<file path="src/rtl/assert_macros.svh">
// ----------------------------------------------------------------------------
// assert_macros.svh
// Shared concurrent assertion macros, clocked on clk, reset by rst_n.
// ----------------------------------------------------------------------------
`ifndef ASSERT_MACROS_SVH
`define ASSERT_MACROS_SVH

// cond at an edge implies prop at the same edge
`define NCM_ASSERT_IMPLY(lbl, cond, prop) \
  lbl: assert property (@(posedge clk) disable iff (!rst_n) (cond) |-> (prop)) \
    else $error("assertion failed");

// cond must never hold
`define NCM_ASSERT_NEVER(lbl, cond) \
  lbl: assert property (@(posedge clk) disable iff (!rst_n) !(cond)) \
    else $error("assertion failed");

`endif

</file>
<file path="src/rtl/ncm_pkg.sv">
// ----------------------------------------------------------------------------
// ncm_pkg
// Types and constants shared by the normalization cube map texel block.
// ----------------------------------------------------------------------------
package ncm_pkg;

  localparam logic [2:0] FACE_PX = 3'd0;
  localparam logic [2:0] FACE_NX = 3'd1;
  localparam logic [2:0] FACE_PY = 3'd2;
  localparam logic [2:0] FACE_NY = 3'd3;
  localparam logic [2:0] FACE_PZ = 3'd4;
  localparam logic [2:0] FACE_NZ = 3'd5;

  // 255 * 255
  localparam logic [15:0] PACK_SQ = 16'd65025;

  localparam int QDEPTH = 4;
  localparam int QAW    = 2;

  typedef struct packed {
    logic       bad;
    logic [2:0] neg;
    logic [2:0] zero;
  } ctl_t;

endpackage

</file>
<file path="src/rtl/ncm_front.sv">
// ----------------------------------------------------------------------------
// ncm_front
// Takes requests, forms the direction vector and the squared terms.
// ----------------------------------------------------------------------------
module ncm_front #(
  parameter int FACE_SIZE = 32,
  parameter int MW = 6,
  parameter int QW = 13,
  parameter int RW = 28
) (
  input  logic                 clk,
  input  logic                 rst_n,
  input  logic                 take,
  input  logic [2:0]           in_face,
  input  logic [4:0]           in_row,
  input  logic [4:0]           in_column,
  output logic [1:0]           inflight,
  output logic                 push,
  output ncm_pkg::ctl_t        push_ctl,
  output logic [QW-1:0]        push_q,
  output logic [2:0][RW-1:0]   push_rhs
);

  localparam int CW = MW + 1;

  logic                 s1_v_r, s2_v_r, s3_v_r;
  logic                 s1_bad_r, s2_bad_r;
  logic signed [CW-1:0] s1_c_r [3];
  logic signed [CW-1:0] c_nxt [3];
  logic                 bad_nxt;
  logic signed [CW-1:0] u, v, s;
  logic [2:0]           s2_neg_r, s2_zero_r;
  logic [2*MW-1:0]      s2_sq_r [3];
  ncm_pkg::ctl_t        s3_ctl_r;
  logic [QW-1:0]        s3_q_r;
  logic [2:0][RW-1:0]   s3_rhs_r;

  assign s = CW'(FACE_SIZE);
  assign u = CW'($signed({1'b0, in_column, 1'b1})) - s;
  assign v = CW'($signed({1'b0, in_row, 1'b1})) - s;

  always_comb begin
    bad_nxt = 1'b0;
    c_nxt[0] = '0;
    c_nxt[1] = '0;
    c_nxt[2] = '0;
    case (in_face)
      ncm_pkg::FACE_PX: begin c_nxt[0] = s;  c_nxt[1] = -v; c_nxt[2] = -u; end
      ncm_pkg::FACE_NX: begin c_nxt[0] = -s; c_nxt[1] = -v; c_nxt[2] = u;  end
      ncm_pkg::FACE_PY: begin c_nxt[0] = u;  c_nxt[1] = s;  c_nxt[2] = v;  end
      ncm_pkg::FACE_NY: begin c_nxt[0] = u;  c_nxt[1] = -s; c_nxt[2] = -v; end
      ncm_pkg::FACE_PZ: begin c_nxt[0] = u;  c_nxt[1] = -v; c_nxt[2] = s;  end
      ncm_pkg::FACE_NZ: begin c_nxt[0] = -u; c_nxt[1] = -v; c_nxt[2] = -s; end
      default: bad_nxt = 1'b1;
    endcase
  end

  always_ff @(posedge clk) begin
    if (!rst_n) begin
      s1_v_r <= 1'b0;
      s2_v_r <= 1'b0;
      s3_v_r <= 1'b0;
    end else begin
      s1_v_r <= take;
      s2_v_r <= s1_v_r;
      s3_v_r <= s2_v_r;
    end
  end

  always_ff @(posedge clk) begin
    logic [MW-1:0] mag;
    s1_bad_r <= bad_nxt;
    s1_c_r   <= c_nxt;
    s2_bad_r <= s1_bad_r;
    for (int k = 0; k < 3; k++) begin
      mag = s1_c_r[k][CW-1] ? MW'(-s1_c_r[k]) : MW'(s1_c_r[k]);
      s2_neg_r[k]  <= s1_c_r[k][CW-1];
      s2_zero_r[k] <= (s1_c_r[k] == '0);
      s2_sq_r[k]   <= (2*MW)'(mag) * (2*MW)'(mag);
    end
    s3_ctl_r.bad  <= s2_bad_r;
    s3_ctl_r.neg  <= s2_neg_r;
    s3_ctl_r.zero <= s2_zero_r;
    s3_q_r <= QW'(s2_sq_r[0]) + QW'(s2_sq_r[1]) + QW'(s2_sq_r[2]);
    for (int k = 0; k < 3; k++) begin
      s3_rhs_r[k] <= RW'(s2_sq_r[k]) * RW'(ncm_pkg::PACK_SQ);
    end
  end

  assign inflight = 2'(s1_v_r) + 2'(s2_v_r) + 2'(s3_v_r);
  assign push     = s3_v_r;
  assign push_ctl = s3_ctl_r;
  assign push_q   = s3_q_r;
  assign push_rhs = s3_rhs_r;

endmodule

</file>
<file path="config.mk">
export PLATFORM = sky130hd
export DESIGN_NAME = ncm_front
export DESIGN_NICKNAME = d
export VERILOG_FILES = /design/src/rtl/assert_macros.svh /design/src/rtl/ncm_pkg.sv /design/src/rtl/ncm_front.sv
export SDC_FILE = /design/constraint.sdc
export NUM_CORES = 1
export LEC_CHECK = 0
export ABC_AREA = 0
export BUFFER_PORTS_ARGS = -buffer_cell sky130_fd_sc_hd__clkbuf_2
export CAP_MARGIN = 20
export CORE_ASPECT_RATIO = 1.2
export CORE_MARGIN = 1
export CORE_UTILIZATION = 50
export DETAILED_ROUTE_END_ITERATION = 10
export PLACE_DENSITY = 0.71
export SKIP_LAST_GASP = 1
export SYNTH_ARGS = -nofsm -noshare
export SYNTH_HDL_FRONTEND = slang
export SYNTH_SLANG_ARGS = --single-unit
</file>
<file path="constraint.sdc">
create_clock -name clk -period 5 [get_ports clk]
set_input_delay 0 -clock clk [delete_from_list [all_inputs] [get_ports clk]]
set_output_delay 0 -clock clk [all_outputs]
set_load 0.01 [all_outputs]
</file>
==> results.cfg, run 1 <==
[timing]
rsz0062_at_grt = false
hold_viol_final = 0
fmax_mhz = 214.5
tns_ps = 0
timing.final.crit_share = 0.9325
fin_crit_ps = 4662
whs_ps = 62.14
slew_headroom = 0.5756
slew_violations = 0
tightest_slew_ps = 628.6
setup_viol = 0
clock_skew_ps = 9.756

[logic_synthesis]
async_reset_ff_frac = 0
avgSynthCellArea_um2 = 10.05
yosys_most_used_dff = dfxtp_1
synthCells = 1363
ys_seq_area_frac = 0.2427
yosys.area.top_type = dfxtp_1
syn_area_um2 = 13690
synth_area_leaders = dfxtp_1, ha_1, fa_1
yosysWarnings = 0
synth_top_area_frac = 0.2427
synth_cell_types = 73
synth_edf_count = 0
ys_ff_latch = 166

[floorplanning]
die_y_um = 183.3
start_util = 0.5071
die_area_um2 = 28060
core_area_um2 = 27000
rows = 66
die_x_um = 153.1
pin_count = 123

[route]
vias_per_cell = 4.985
drc = 0
drt-total-wl_um = 26660
route.vias.total = 9446
routedWlPerCell_um = 14.07
drtAntennaViolNets = 0
dr.first_iter.drc_count = 317
first_pass_iters = 5

[worst_setup_path]
end_kind = flop
path_class = flop to flop
crit_start = s1_c_r[0]$_DFF_P_
cp_cell_sequence = or3_1, o31ai_2, xor2_2, nor2_1, fa_1, inv_1, fa_1, fa_1, inv_1, ha_1, a21o_1, a21oi_1, nor2_1, a211oi_1, a21oi_1, xor2_1
cp-start-kind = flop
crit_path_max_incr_delay_ps = 550
r2r_slack_ps = 340
required_ps = 5320
path_max_fanout = 6
arrival_ps = 4980
crit_top_cell = fa_1
reg2reg_from = s1_c_r[0]$_DFF_P_
slowest_stage = fa_1

[global_routing]
antenna_found_initial = 0
grt_first_pass_wirelength_um = 44400
overflow = 0
grt_usage = 0.2001
first_global_vias = 9569
grt_max_degree = 21

[worst_hold_path]
hold_path.class = input pin to flop
hp-start = in_face[0]

[place]
place_congestion = 0.8817
port_buffers = 119
hpwl_um = 21690

[final_layout]
nets = 1946
area_growth_pct = 14.46
seq_area_um2 = 3323
mostFrequentLayoutCells = ha_1, inv_1, dfxtp_1
fillCellCount = 2259
multiInputGateArea_um2 = 9402
final_common_cell = ha_1
drive_gt1_frac = 0.1383
n_antenna_cell = 0

[clocking]
cts-root-buf = clkbuf_16
cts_tree = built
clk_latency_ps = 440
clkSlewWorstSetupHoldPaths_ps = 70
post-cts-setup-buffers = 0
cts-buffers-inserted = 17
clkSinkCount = 166
htree_levels = 4
clock_path_buffers = 2

[run]
maxCapViolCount = 0

[outcome]
status = completed
-- worst max-delay path: cells and delay by family (launching register included) --
family	cells	cell delay (ps)
flip-flops	1	330
buffers and inverters	2	110
adder cells (fa/ha/maj)	4	1910
AND/OR/NAND/NOR	3	590
XOR/XNOR	2	470
AO/OA/AOI/OAI	5	1130
-- registers in the layout, summed over array words and instances, names as in the netlist, 3 cells and up --
signal and cells:
push_ctl 7, push_q 13, push_rhs 81, s1_c_r 21
s2_neg_r 3, s2_sq_r 33, s2_zero_r 3
-- cells in the mapped netlist, drive strengths merged, types with 2 or more instances --
| cell type | count |
|---|---|
| o2111ai | 2 |
| o31a | 2 |
| a22oi | 4 |
| and3b | 3 |
| nor3 | 13 |
| xor2 | 33 |
| or3 | 7 |
| dfxtp | 166 |
| o21a | 15 |
| nor2 | 106 |
| nand2b | 16 |
| or4 | 3 |
| nand2 | 44 |
| o21ai | 43 |
| a211o | 2 |
| o311ai | 2 |
| a31o | 4 |
| xnor2 | 71 |
| a2111oi | 3 |
| or2 | 5 |
| inv | 253 |
| fa | 133 |
| o31ai | 6 |
| mux2i | 9 |
| nand3b | 2 |
| nand4 | 5 |
| o22ai | 3 |
| ha | 255 |
| nor4 | 4 |
| clkbuf | 7 |
| a31oi | 5 |
| a211oi | 10 |
| buf | 5 |
| o211ai | 4 |
| a21oi | 52 |
| a21o | 20 |
| o21bai | 4 |
| and2 | 8 |
| nand3 | 10 |
| nor2b | 9 |
-- routing by layer --
metal | up-vias | track usage | wire (um)
met2 | 180 | 0.3573 | 13360
met4 | 0 | 0.09010 | 891
met3 | 52 | 0.03355 | 829
li1 | 4766 | - | -
met1 | 4448 | 0.2349 | 11580
met5 | - | 0 | 0
-- worst paths after layout --
check / to / depth (start not counted)
worst min-delay path: s1_c_r[13]$_DFF_P_ / 3
worst max-delay path: s2_sq_r[0][35]$_DFF_P_ / 16
worst min register to register: push_ctl[0]$_DFF_P_ / 0
worst max register to register: s2_sq_r[0][35]$_DFF_P_ / 16
-- per-stage QoR --
stage	util	instances	instance area (um2)	setup slack [ps]
floorplan	-	1371	13720	572.3
global route	0.5805	1895	15680	7.939
finish	0.5805	1895	15680	337.7
CTS	0.5802	1895	15670	268.6
global placement	0.5511	1844	14880	424.0
detailed placement	0.5511	1844	14880	297.7
-- logic make-up after synthesis --
logic type	synth area share
AND/OR/NAND/NOR	0.08360
XOR/XNOR	0.06816
flip-flops	0.2427
multiplexers	0.006579
buffers and inverters	0.07364
adder cells (fa/ha/maj)	0.4274
AO/OA/AOI/OAI	0.09767
other	0.0002738
-- cell type report --
class                   instances  area share
flip-flops and latches        166      0.2120
inverters                     253     0.06058
well taps                     340     0.02714
clock buffers                  17     0.02714
multi-input cells             940      0.5998
repair buffers                164     0.06258
clock inverters                15     0.01078
-- timing repair --
item,in CTS,in global routing
hold buffers,19,0
endpoints found under the setup margin,0,1
gates resized for setup,0,2
hold endpoints to repair,20,0
Power of run 1 is left out: the tool's default activity adds up to more than one toggle a clock period on the data nets, which glitch-free logic cannot reach.
==> inputs of run 2 (changes only) <==
Settings changed: CELL_PAD_IN_SITES_DETAIL_PLACEMENT set to 1, CELL_PAD_IN_SITES_GLOBAL_PLACEMENT set to 1, CORE_UTILIZATION 50 to 48, PLACE_DENSITY 0.71 to 0.83.
==> run 2 against run 1 <==
  * First-iteration DRC count is 5.0% higher
  * Sequential cell count unchanged
  * Sequential share of layout area down 0.14 points
  * Setup slack lost 110 ps
  * Die area grew 4.1%
  * Cell count up 2.3%
  * Count of clock-buffer cells in the layout unchanged
  * Global-route usage up 5.1 points
  * Non-clock buffer count is 4 higher
  * Routed wire length is 31% higher
  * Utilization down 1.7 points
==> results.cfg, run 2 (same netlist as run 1, synthesis figures left out) <==
[outcome]
status = completed

[worst_setup_path]
arrival_ps = 5120
end_kind = flop
crit_top_cell = fa_1
crit_path_max_incr_delay_ps = 580
cp_cell_sequence = or3_1, o31ai_4, xor2_2, nor2_1, fa_1, inv_1, fa_1, fa_1, inv_1, ha_1, a21o_1, a21oi_2, o21ai_1, or4_1, o21ai_0, xnor2_1
required_ps = 5350
r2r_slack_ps = 230
path_class = flop to flop
slowest_stage = fa_1
path_max_fanout = 4
cp-start-kind = flop

[floorplanning]
die_x_um = 156.2
die_area_um2 = 29210
core_area_um2 = 28000
start_util = 0.4891
die_y_um = 187.0
rows = 67
pin_count = 123

[timing]
tightest_slew_ps = 580.3
setup_viol = 0
fmax_mhz = 209.6
slew_headroom = 0.6108
fin_crit_ps = 4771
hold_viol_final = 0
clock_skew_ps = 11.57
slew_violations = 0
tns_ps = 0
timing.final.crit_share = 0.9542

[route]
dr.first_iter.drc_count = 333
routedWlPerCell_um = 17.98
vias_per_cell = 5.216
drtAntennaViolNets = 0
route.vias.total = 10110
drc = 0
drt-total-wl_um = 34850
first_pass_iters = 4

[clocking]
clock_path_buffers = 2
cts-buffers-inserted = 17
clkSlewWorstSetupHoldPaths_ps = 80
htree_levels = 4
clk_latency_ps = 450
cts-root-buf = clkbuf_16
clkSinkCount = 166
cts_tree = built

[final_layout]
nets = 1950
mostFrequentLayoutCells = ha_1, inv_1, dfxtp_1
largest_register_ffs = 81
area_growth_pct = 15.23
n_antenna_cell = 0
stdcell_count = 1938
drive_gt1_frac = 0.1418
final_common_cell = ha_1

[global_routing]
antenna_found_initial = 0
overflow = 0
grt_usage = 0.2507
first_global_vias = 11380
grt_first_pass_wirelength_um = 56800
grt_max_degree = 21

[run]
maxCapViolCount = 0

[place]
port_buffers = 119
place_congestion = 0.8728
dp_cells = 1881
hpwl_um = 27140

[worst_hold_path]
hold_path.class = input pin to flop
## run 2: cell types whose count changed in the layout (fill, tap and decap cells not counted)
cell	change
fa_2	+1
clkinv_2	-2
a21oi_1	-2
dlygate4sd3_1	+1
clkinvlp_4	+1
clkinv_4	-2
a21oi_2	+2
buf_4	+3
fa_1	-1
inv_8	+3
o21ai_1	+1
o21ai_0	-1
## run 2: stage by stage
stage          instance area, um2  hold WS, ps  utilization  setup slack (ps)
6_report                    15780        56.62       0.5636             229.0
5_1_grt                     15780        112.1       0.5636            -10.31
4_1_cts                     15720        57.46       0.5616             102.8
3_5_place_dp                14920        185.2       0.5327             118.0
3_3_place_gp                14920        182.0       0.5327             305.3
2_1_floorplan               13720        66.69            -             572.3
## run 2: layout make-up
cell class | count | area, um2
inverters | 253 | 949.7
well taps | 379 | 474.2
multi-input cells | 940 | 9412
flip-flops and latches | 166 | 3323
repair buffers | 168 | 1013
clock buffers | 17 | 425.4
fillers | 3211 | 12220
clock inverters | 15 | 182.7
## run 2: path summary, 6_finish.rpt
| check | from | to | cells past startpoint |
|---|---|---|---|
| hold reg to reg | s2_zero_r[0]$_DFF_P_ | push_ctl[0]$_DFF_P_ | 0 |
| hold / removal | in_face[0] | s1_c_r[13]$_DFF_P_ | 3 |
| setup / recovery | s1_c_r[8]$_DFF_P_ | s2_sq_r[0][23]$_DFF_P_ | 16 |
| setup reg to reg | s1_c_r[8]$_DFF_P_ | s2_sq_r[0][23]$_DFF_P_ | 16 |
## run 2: critical path, delay by kind of cell, from the launching register on
family                   cells  cell delay, ps
AO/OA/AOI/OAI                5             900
AND/OR/NAND/NOR              3             970
adder cells (fa/ha/maj)      4            1990
XOR/XNOR                     2             320
flip-flops                   1             340
buffers and inverters        2             130
## run 2: what timing repair did
| action | 4_1_cts | 5_1_grt |
|---|---|---|
| setup buffers | 0 | 5 |
| hold buffers | 20 | 0 |
| endpoints found under the setup margin | 0 | 10 |
| gates resized for setup | 0 | 6 |
| hold endpoints to repair | 20 | 0 |
## run 2: layer usage
layer,vias to the layer above,GRT usage,share of wire,wire length [um]
li1,4773,-,-,-
met1,5057,0.2621,0.39,13440
met2,188,0.4852,0.55,19190
met3,90,0.03267,0.022,751
met4,0,0.1169,0.042,1468
met5,-,0,0,0
Power of run 2 is left out for the same reason.
