==> src/rtl/assert_macros.svh <==
// ----------------------------------------------------------------------------
// assert_macros.svh
// Shared concurrent assertion macros, clocked on clk, reset by rst_n.
// ----------------------------------------------------------------------------
`ifndef ASSERT_MACROS_SVH
`define ASSERT_MACROS_SVH

// cond at an edge implies prop at the same edge
`define NCM_ASSERT_IMPLY(lbl, cond, prop) \
  lbl: assert property (@(posedge clk) disable iff (!rst_n) (cond) |-> (prop)) \
    else $error("assertion failed");

// cond must never hold
`define NCM_ASSERT_NEVER(lbl, cond) \
  lbl: assert property (@(posedge clk) disable iff (!rst_n) !(cond)) \
    else $error("assertion failed");

`endif

==> src/rtl/ncm_pkg.sv <==
// ----------------------------------------------------------------------------
// ncm_pkg
// Types and constants shared by the normalization cube map texel block.
// ----------------------------------------------------------------------------
package ncm_pkg;

  localparam logic [2:0] FACE_PX = 3'd0;
  localparam logic [2:0] FACE_NX = 3'd1;
  localparam logic [2:0] FACE_PY = 3'd2;
  localparam logic [2:0] FACE_NY = 3'd3;
  localparam logic [2:0] FACE_PZ = 3'd4;
  localparam logic [2:0] FACE_NZ = 3'd5;

  // 255 * 255
  localparam logic [15:0] PACK_SQ = 16'd65025;

  localparam int QDEPTH = 4;
  localparam int QAW    = 2;

  typedef struct packed {
    logic       bad;
    logic [2:0] neg;
    logic [2:0] zero;
  } ctl_t;

endpackage

==> src/rtl/ncm_queue.sv <==
// ----------------------------------------------------------------------------
// ncm_queue
// Short request queue between the front and the back.
// ----------------------------------------------------------------------------
`include "assert_macros.svh"

module ncm_queue #(
  parameter int W = 8
) (
  input  logic                     clk,
  input  logic                     rst_n,
  input  logic                     push,
  input  logic [W-1:0]             wdata,
  input  logic                     pop,
  output logic [W-1:0]             rdata,
  output logic [ncm_pkg::QAW:0]    count
);

  localparam int QAW = ncm_pkg::QAW;

  logic [W-1:0]   mem [ncm_pkg::QDEPTH];
  logic [QAW-1:0] wr_r, rd_r;
  logic [QAW:0]   cnt_r;

  always_ff @(posedge clk) begin
    if (push) begin
      mem[wr_r] <= wdata;
    end
  end

  always_ff @(posedge clk) begin
    if (!rst_n) begin
      wr_r  <= '0;
      rd_r  <= '0;
      cnt_r <= '0;
    end else begin
      if (push) wr_r <= wr_r + 1'b1;
      if (pop)  rd_r <= rd_r + 1'b1;
      cnt_r <= cnt_r + (QAW+1)'(push) - (QAW+1)'(pop);
    end
  end

  assign rdata = mem[rd_r];
  assign count = cnt_r;

  `NCM_ASSERT_NEVER(a_q_overflow, push && !pop && cnt_r == (QAW+1)'(ncm_pkg::QDEPTH))
  `NCM_ASSERT_NEVER(a_q_underflow, pop && cnt_r == '0)

endmodule

==> config.mk <==
export PLATFORM = sky130hd
export DESIGN_NAME = ncm_queue
export DESIGN_NICKNAME = d
export VERILOG_FILES = /design/src/rtl/ncm_pkg.sv /design/src/rtl/ncm_queue.sv
export VERILOG_INCLUDE_DIRS = /design/src /design/src/rtl
export SDC_FILE = /design/constraint.sdc
export NUM_CORES = 1
export LEC_CHECK = 0
export BUFFER_PORTS_ARGS = -buffer_cell sky130_fd_sc_hd__buf_4
export CORE_MARGIN = 2
export CORE_UTILIZATION = 49
export DETAILED_ROUTE_END_ITERATION = 10
export PLACE_DENSITY = 0.73
export SLEW_MARGIN = 20
export SYNTH_ARGS = -nofsm -noshare
export SYNTH_HDL_FRONTEND = slang
export SYNTH_SLANG_ARGS = --single-unit
export TNS_END_PERCENT = 30
==> constraint.sdc <==
create_clock -name clk -period 1.6 [get_ports clk]
set_clock_uncertainty 0.1 [all_clocks]
set_input_delay 0.16 -clock clk [delete_from_list [all_inputs] [get_ports clk]]
set_output_delay 0.16 -clock clk [all_outputs]
set_load 0.05 [all_outputs]
==> results of run 1 <==
## layer usage
metal	GRT usage, %	up-vias	share of wire (%)
met4	7.453	0	1.7
met1	20.12	391	44
met2	26.11	17	50
met3	4.478	5	3.6
met5	0	-	0
li1	-	389	-
## registers in the layout, indices dropped and copies added (netlist names), named ones only
name	flops
count	3
mem	32
rd_r	2
wr_r	2
## cell families after synthesis
family,synth area share [%]
mux,11.97
simple gates,4.016
compound gates,0.9446
flops,71.81
xor+xnor,2.598
buf+inv,2.677
fa+ha+maj,5.984
## critical path: stages (launching register included)
cell and delay (ns):
dfxtp_2 0.36, buf_12 0.14, mux4_2 0.52, buf_6 0.17
## power by group
part	internal [mW]	leakage (nW)	total, mW	switching [mW]
sequential	1.22	0.369	1.26	0.0359
combinational	0.263	0.364	0.588	0.326
clock	0.326	0.0399	0.629	0.303
## cells in the final DEF (no fill, tap or decap)
master / count
clkinv_1: 1
bufinv_16: 1
and2_1: 6
a21oi_1: 1
dfxtp_4: 1
dfxtp_2: 1
buf_4: 19
xor3_1: 1
ha_1: 4
dlygate4sd3_1: 9
clkbuf_4: 5
inv_1: 5
edfxtp_1: 32
mux2i_1: 1
nand3b_1: 1
dfxtp_1: 7
buf_12: 1
mux4_2: 8
a21bo_2: 1
buf_6: 8
inv_2: 2
fa_2: 1
xnor2_1: 2
ha_4: 2
clkbuf_1: 1
nor2_1: 5
## area by class of cell
class / instances / area, sq um
Clock buffer: 6 / 41.29
Clock inverter: 2 / 33.78
Fill cell: 225 / 999.7
Inverter: 7 / 26.28
Multi-Input combinational cell: 33 / 432.9
Sequential cell: 41 / 1146
Tap cell: 44 / 55.05
Timing Repair Buffer: 37 / 342.8
## repair_timing
action,CTS,global route
endpoints found under the hold margin,34,0
pin swaps,2,0
gates resized for setup,9,0
buffers inserted,0,0
hold buffers,9,0
endpoints found under the setup margin,10,10
## worst paths after layout
check / end / slack [ns] / cells after the start
hold reg to reg: flip-flop / 0.46 / 2
setup / recovery: rdata[4] / -0.19 / 3
hold / removal: flip-flop / 0.04 / 3
setup reg to reg: count[2] / 0 / 7
## stage by stage
| stage | hold slack, ns | instance area [sq um] | setup slack (ns) | std cells |
|---|---|---|---|---|
| floorplan | 0.1589 | 1620 | -0.09270 | 83 |
| global placement | 0.2594 | 1882 | 0.02602 | 153 |
| detailed placement | 0.2647 | 1882 | -0.02111 | 153 |
| CTS | 0.02885 | 2078 | -0.2035 | 170 |
| global route | 0.04329 | 2078 | -0.2429 | 170 |
| finish | 0.03897 | 2078 | -0.1858 | 170 |
==> flow_summary.yaml, run 1 <==
status:
  status: "complete, but fails checks"
  violations: "setup timing"
logic_synthesis:
  synth_edf_count: 32
  synth_top_cell_area_share_pct: 60.47
  ys_seq_area_share_pct: 71.81
  synthTopCellsByCount: "edfxtp_1 (32), dfxtp_1 (9), mux4_2 (8)"
  synth_cells: 83
  synth_area_leader_cell: "edfxtp_1"
  ys_seq_elements: 41
  syn_area_per_cell_sq_um: 19.14
  syn-num-nets: 102
  async_flop_share_pct: 0
  synth_area_leaders: "edfxtp_1 (60%), dfxtp_1 (11%), mux4_2 (11%)"
  synth_cell_types: 16
  syn_area_sq_um: 1589
  yosys_most_used_dff: "edfxtp_1"
  synth_most_common_cell: "edfxtp_1"
  ys_warn_count: 0
timing:
  setup_violations: 9
  worst_slew_pin_slew_ns: 0.1966
  finalMaxSlewViolations: 0
  setup-tns-final_ns: -1.358
  setup_slack_ns: -0.1858
  rsz0062_at_grt: "yes"
  finalCritPeriodShare_pct: 111.6
  final_hold_viol_count: 0
  slew_headroom_pct: 86.80
  min_period_ns: 1.786
  fmax_mhz: 560.0
drt:
  drt-initial-drc-count: 24
  drt_wl_total_mm: 2.441
  viasPerCell: 4.718
  vias: 802
  firstDrtPassIters: 4
  post-route-drc-count: 0
  wire_per_inst_um: 14.36
  drtAntennaViolNets: 0
global_route:
  grt_max_degree: 13
  grt_pass1_wl_mm: 3.953
  grt_pass1_vias: 852
  antenna_found_initial: 0
  overflow: 0
  grt_usage_pct: 16.07
setup_path:
  critical_path_required_ns: 1.34
  crit_arrival_ns: 1.53
  end_kind: "primary output"
  cp_max_fo: 8
  rr_startpoint: "count[0]"
  path_class: "reg2out"
  worstSetupStartpointType: "flip-flop"
cells_and_area:
  nets: 144
  post-route-util_pct: 67.52
  drive_above_1_share_pct: 39.68
  antenna_cells: 0
  syn_to_final_growth_pct: 30.79
clocking:
  clock_path_buffers: 2
  numClockSinks: 41
  insertion_delay_ns: 0.33
  cts_buffers: 5
  clock_tree.root_cell: "clkbuf_4"
  cts_tree: "done"
  cts-htree-levels: 2
  path_clk_slew_ns: 0.11
worst_hold_path:
  min_from: "pop"
  min_path_type: "in2reg"
die:
  start_util_pct: 51.63
  die_w_um: 60.95
  die_h_um: 60.95
  coreArea_sq_um: 3078
  io_pins: 23
  rows: 20
  die_area_sq_um: 3714
power_and_ir_drop:
  leakage_nw: 0.7733
  power.density_nw_per_um2: 1192
  peakVddDrop_mv: 0.5811
  total_power_mw: 2.477
place:
  io_buffers: 22
  gp_congestion: 0.6363
  hpwl_mm: 1.687
run:
  drv_cap: 0
Note: power is estimated with default switching activity, not from simulation.
==> inputs of run 2 (changes only) <==
--- a/config.mk
+++ b/config.mk
@@ -12,3 +12,3 @@
 export DETAILED_ROUTE_END_ITERATION = 10
-export PLACE_DENSITY = 0.73
+export PLACE_DENSITY = 0.8
 export SLEW_MARGIN = 20
==> constraint.sdc (replaced) <==
create_clock -name clk -period 1.6 [get_ports clk]
set_clock_uncertainty 0.1 [all_clocks]
set_input_delay 0.32 -clock clk [delete_from_list [all_inputs] [get_ports clk]]
set_output_delay 0.32 -clock clk [all_outputs]
set_load 0.05 [all_outputs]
==> run 2 against run 1 <==
  * The run still ends with setup timing left
  * Final cell count shrank 2.9%
  * Routed wire length shrank 0.25%
  * Worst setup slack lost 0.15 ns
  * Total power shrank 0.65%
  * First-iteration DRC count shrank 50%
  * Clock power is essentially flat
  * Non-clock buffer count shrank 5
  * Global-route usage is essentially flat
  * Design area shrank 3.1%
  * Core utilization shrank 2.1 points
  * Worst hold slack gained 0.035 ns
  * Sequential share of layout area grew 1.8 points
  * Largest cell class unchanged
==> flow_summary.yaml, run 2 (same netlist as run 1, synthesis figures left out) <==
die:
  die_area_sq_um: 3714
  die_h_um: 60.95
  rows: 20
  die_w_um: 60.95
  start_util_pct: 51.63
  io_pins: 23
  coreArea_sq_um: 3078
timing:
  final_hold_viol_count: 0
  min_period_ns: 1.935
  finalCritPeriodShare_pct: 120.9
  slew_headroom_pct: 86.42
  setup_slack_ns: -0.3349
  holdWs_ns: 0.07445
  worst_slew_pin_slew_ns: 0.2023
  setup_violations: 8
  fmax_mhz: 516.8
  setup-tns-final_ns: -2.543
  finalMaxSlewViolations: 0
  rsz0062_at_grt: "yes"
cells_and_area:
  drive_above_1_share_pct: 44.63
  syn_to_final_growth_pct: 26.69
  nets: 139
  top_register: "mem"
  largest_reg_flops: 32
  mostFrequentLayoutCell: "edfxtp_1"
  final_cell_mix: "edfxtp_1 (32), buf_4 (22), buf_6 (10)"
  antenna_cells: 0
  post-route-util_pct: 65.41
global_route:
  antenna_found_initial: 0
  grt_pass1_vias: 887
  grt_usage_pct: 16.04
  overflow: 0
  grt_max_degree: 13
  grt_pass1_wl_mm: 4.022
drt:
  wire_per_inst_um: 14.76
  post-route-drc-count: 0
  drtAntennaViolNets: 0
  vias: 808
  viasPerCell: 4.897
  firstDrtPassIters: 2
  drt_wl_total_mm: 2.435
  drt-initial-drc-count: 12
clocking:
  cts_tree: "done"
  numClockSinks: 41
  insertion_delay_ns: 0.33
  cts_setup_buffers: 0
  path_clk_slew_ns: 0.11
  hold_buffers: 0
  cts-htree-levels: 2
  clock_tree.root_cell: "clkbuf_4"
  clock_path_buffers: 2
  cts_buffers: 5
place:
  gp_congestion: 0.6592
  hpwl_mm: 1.834
  io_buffers: 22
status:
  status: "complete, but fails checks"
  violations: "setup timing"
power_and_ir_drop:
  total_power_mw: 2.460
  peakVddDrop_mv: 0.8174
  power.density_nw_per_um2: 1222
  leakage_nw: 0.7547
setup_path:
  worstSetupStartpointType: "flip-flop"
  path_class: "reg2out"
  cp_max_fo: 4
  end_kind: "primary output"
  critical_path_required_ns: 1.18
  crit_arrival_ns: 1.51
run:
  drv_cap: 0
worst_hold_path:
  min_path_type: "in2reg"
==> run 2: per-layer routing <==
metal,global-route usage (%),routed length (um),vias to the layer above
met5,0,0,-
met4,5.590,31,0
met3,6.183,134,6
met2,28.57,1267,21
met1,17.42,1002,400
li1,-,-,381
==> run 2: report_power, final <==
| part | total [mW] | internal [mW] | switching [mW] |
|---|---|---|---|
| clock | 0.627 | 0.325 | 0.302 |
| sequential | 1.26 | 1.22 | 0.0362 |
| combinational | 0.573 | 0.253 | 0.321 |
==> run 2: repair_timing <==
action | CTS | global route
endpoints found under the setup margin | 10 | 10
hold endpoints to repair | 0 | 0
pin swaps | 2 | 0
gates resized for setup | 11 | 0
==> run 2: final timing paths <==
kind / startpoint / to / slack (ns) / cells after the start
hold reg to reg: wr_r[0] / wr_r[0] / 0.47 / 2
setup / recovery: flip-flop / rdata[0] / -0.33 / 3
hold / removal: wdata[5] / mem[2][5] / 0.07 / 1
setup reg to reg: count[0] / count[1] / 0.01 / 6
==> run 2: worst max-delay path, stage by stage (launching register included) <==
cell and delay, ns:
dfxtp_2 0.36, buf_6 0.13, mux4_2 0.52, buf_6 0.17
==> run 2: area by class of cell <==
cell class	instances	area (sq um)
flip-flops and latches	41	1146
fillers	230	1065
multi-input cells	33	432.9
repair buffers	32	277.8
well taps	44	55.05
clock buffers	6	41.29
clock inverters	2	33.78
inverters	7	26.28
==> run 2: stage by stage <==
step / worst slack, ns / area, sq um / std cells
6_report: -0.3349 / 2013 / 165
5_1_grt: -0.3944 / 2013 / 165
4_1_cts: -0.3650 / 2013 / 165
3_5_place_dp: -0.09246 / 1899 / 157
3_3_place_gp: -0.06078 / 1899 / 157
2_1_floorplan: -0.09270 / 1620 / 83
==> inputs of run 3 (changes only) <==
Settings changed: BUFFER_PORTS_ARGS -buffer_cell sky130_fd_sc_hd__buf_4 to unset, CORE_UTILIZATION 49 to 54, DONT_BUFFER_PORTS set to 1, PLACE_DENSITY 0.8 to 0.79.
==> run 3 against run 2 <==
  * The run still ends with setup timing left
  * Design area fell by 3.2%
  * Final cell count decreased by 15%
  * Worst setup slack got worse by 0.0036 ns
  * Routed wire length decreased by 4.4%
  * Sequential cell count unchanged
  * Count of clock-buffer cells in the layout is 1 lower
  * Clock power rose by 29%
  * Core utilization is 4.7 points higher
  * Fmax decreased by 0.18%
  * Critical path type unchanged
  * Critical endpoint is now rdata[4]
  * Largest cell class unchanged
==> flow_summary.yaml, run 3 (same netlist as run 1, synthesis figures left out) <==
status:
  status: "complete, but fails checks"
  violations: "setup timing"
timing:
  worst_slew_pin_slew_ns: 0.2838
  setup_slack_ns: -0.3385
  setup_violations: 9
  finalMaxSlewViolations: 0
  rsz0062_at_grt: "yes"
  slew_headroom_pct: 81.12
  fmax_mhz: 515.9
  final_hold_viol_count: 0
  min_period_ns: 1.939
  finalCritPeriodShare_pct: 121.2
  setup-tns-final_ns: -2.606
die:
  die_area_sq_um: 3392
  rows: 19
  io_pins: 23
  die_h_um: 58.25
  die_w_um: 58.25
  coreArea_sq_um: 2781
  start_util_pct: 57.13
cells_and_area:
  top_register: "mem"
  final_cell_mix: "edfxtp_1 (32), dlygate4sd3_1 (9), buf_4 (9)"
  syn_to_final_growth_pct: 22.68
  antenna_cells: 0
  post-route-util_pct: 70.09
  drive_above_1_share_pct: 32.73
  mostFrequentLayoutCell: "edfxtp_1"
  nets: 128
  largest_reg_flops: 32
global_route:
  grt_pass1_vias: 809
  antenna_found_initial: 0
  overflow: 0
  grt_pass1_wl_mm: 3.732
  grt_usage_pct: 15.84
  grt_max_degree: 14
power_and_ir_drop:
  peakVddDrop_mv: 1.199
  power.density_nw_per_um2: 1317
  leakage_nw: 0.7046
place:
  io_buffers: 0
  hpwl_mm: 1.661
  gp_congestion: 0.6451
  place_ws_ns: -0.007954
setup_path:
  cp_max_fo: 4
  path_class: "reg2out"
  end_kind: "primary output"
  worstSetupStartpointType: "flip-flop"
  crit_arrival_ns: 1.52
  critical_path_required_ns: 1.18
clocking:
  clock_path_buffers: 2
  numClockSinks: 41
  insertion_delay_ns: 0.35
  clock_tree.root_cell: "clkbuf_4"
  cts_buffers: 5
  cts_tree: "done"
  path_clk_slew_ns: 0.12
  cts-htree-levels: 2
drt:
  viasPerCell: 5.489
  wire_per_inst_um: 16.51
  drtAntennaViolNets: 0
  vias: 774
  post-route-drc-count: 0
  drt_wl_total_mm: 2.328
  firstDrtPassIters: 3
  drt-initial-drc-count: 21
worst_hold_path:
  min_path_type: "in2reg"
run:
  drv_cap: 0
-- run 3: per-layer routing --
layer / routed length [um] / GRT usage [%] / up-vias
li1: - / - / 363
met1: 949 / 16.64 / 387
met2: 1229 / 28.41 / 17
met3: 95 / 4.911 / 7
met4: 54 / 7.973 / 0
met5: 0 / 0 / -
-- run 3: repair_timing --
item	in CTS	in global routing
setup endpoints to repair	10	10
pin swaps	1	0
hold buffers	9	0
resized for setup	2	2
hold endpoints to repair	34	0
setup buffers	0	0
-- run 3: cell type report --
cell class                      instances  area (sq um)
Clock buffer                            5         37.54
Tap cell                               31         38.79
Inverter                                7         26.28
Timing Repair Buffer                   21         200.2
Fill cell                             179         832.0
Clock inverter                          3         65.06
Multi-Input combinational cell         33         432.9
Sequential cell                        41          1149
-- run 3: path summary, 6_finish.rpt --
kind | end | slack (ns) | from | cells past startpoint
worst min register to register | rd_r[1] | 0.46 | rd_r[0] | 2
worst min-delay path | wr_r[1] | 0.03 | push | 2
worst max-delay path | rdata[4] | -0.34 | flip-flop | 2
worst max register to register | count[2] | -0.01 | count[0] | 7
-- run 3: worst max-delay path: stages (launching register included) --
cell,delay (ns)
dfxtp_4,0.38
buf_6,0.12
mux4_2,0.66
-- run 3: through the flow --
stage	total power, mW	cells	hold WS, ns	area (sq um)
floorplan	1.663	83	0.3189	1620
global placement	1.746	124	0.3190	1745
detailed placement	1.766	124	0.3190	1745
CTS	2.590	141	0.02105	1943
global route	2.661	141	0.03056	1949
finish	2.567	141	0.02698	1949
-- run 3: power breakdown --
part           switching (mW)  internal (mW)  total [mW]
Sequential             0.0356           1.22        1.26
Clock                   0.322          0.484       0.806
Combinational           0.300          0.202       0.502
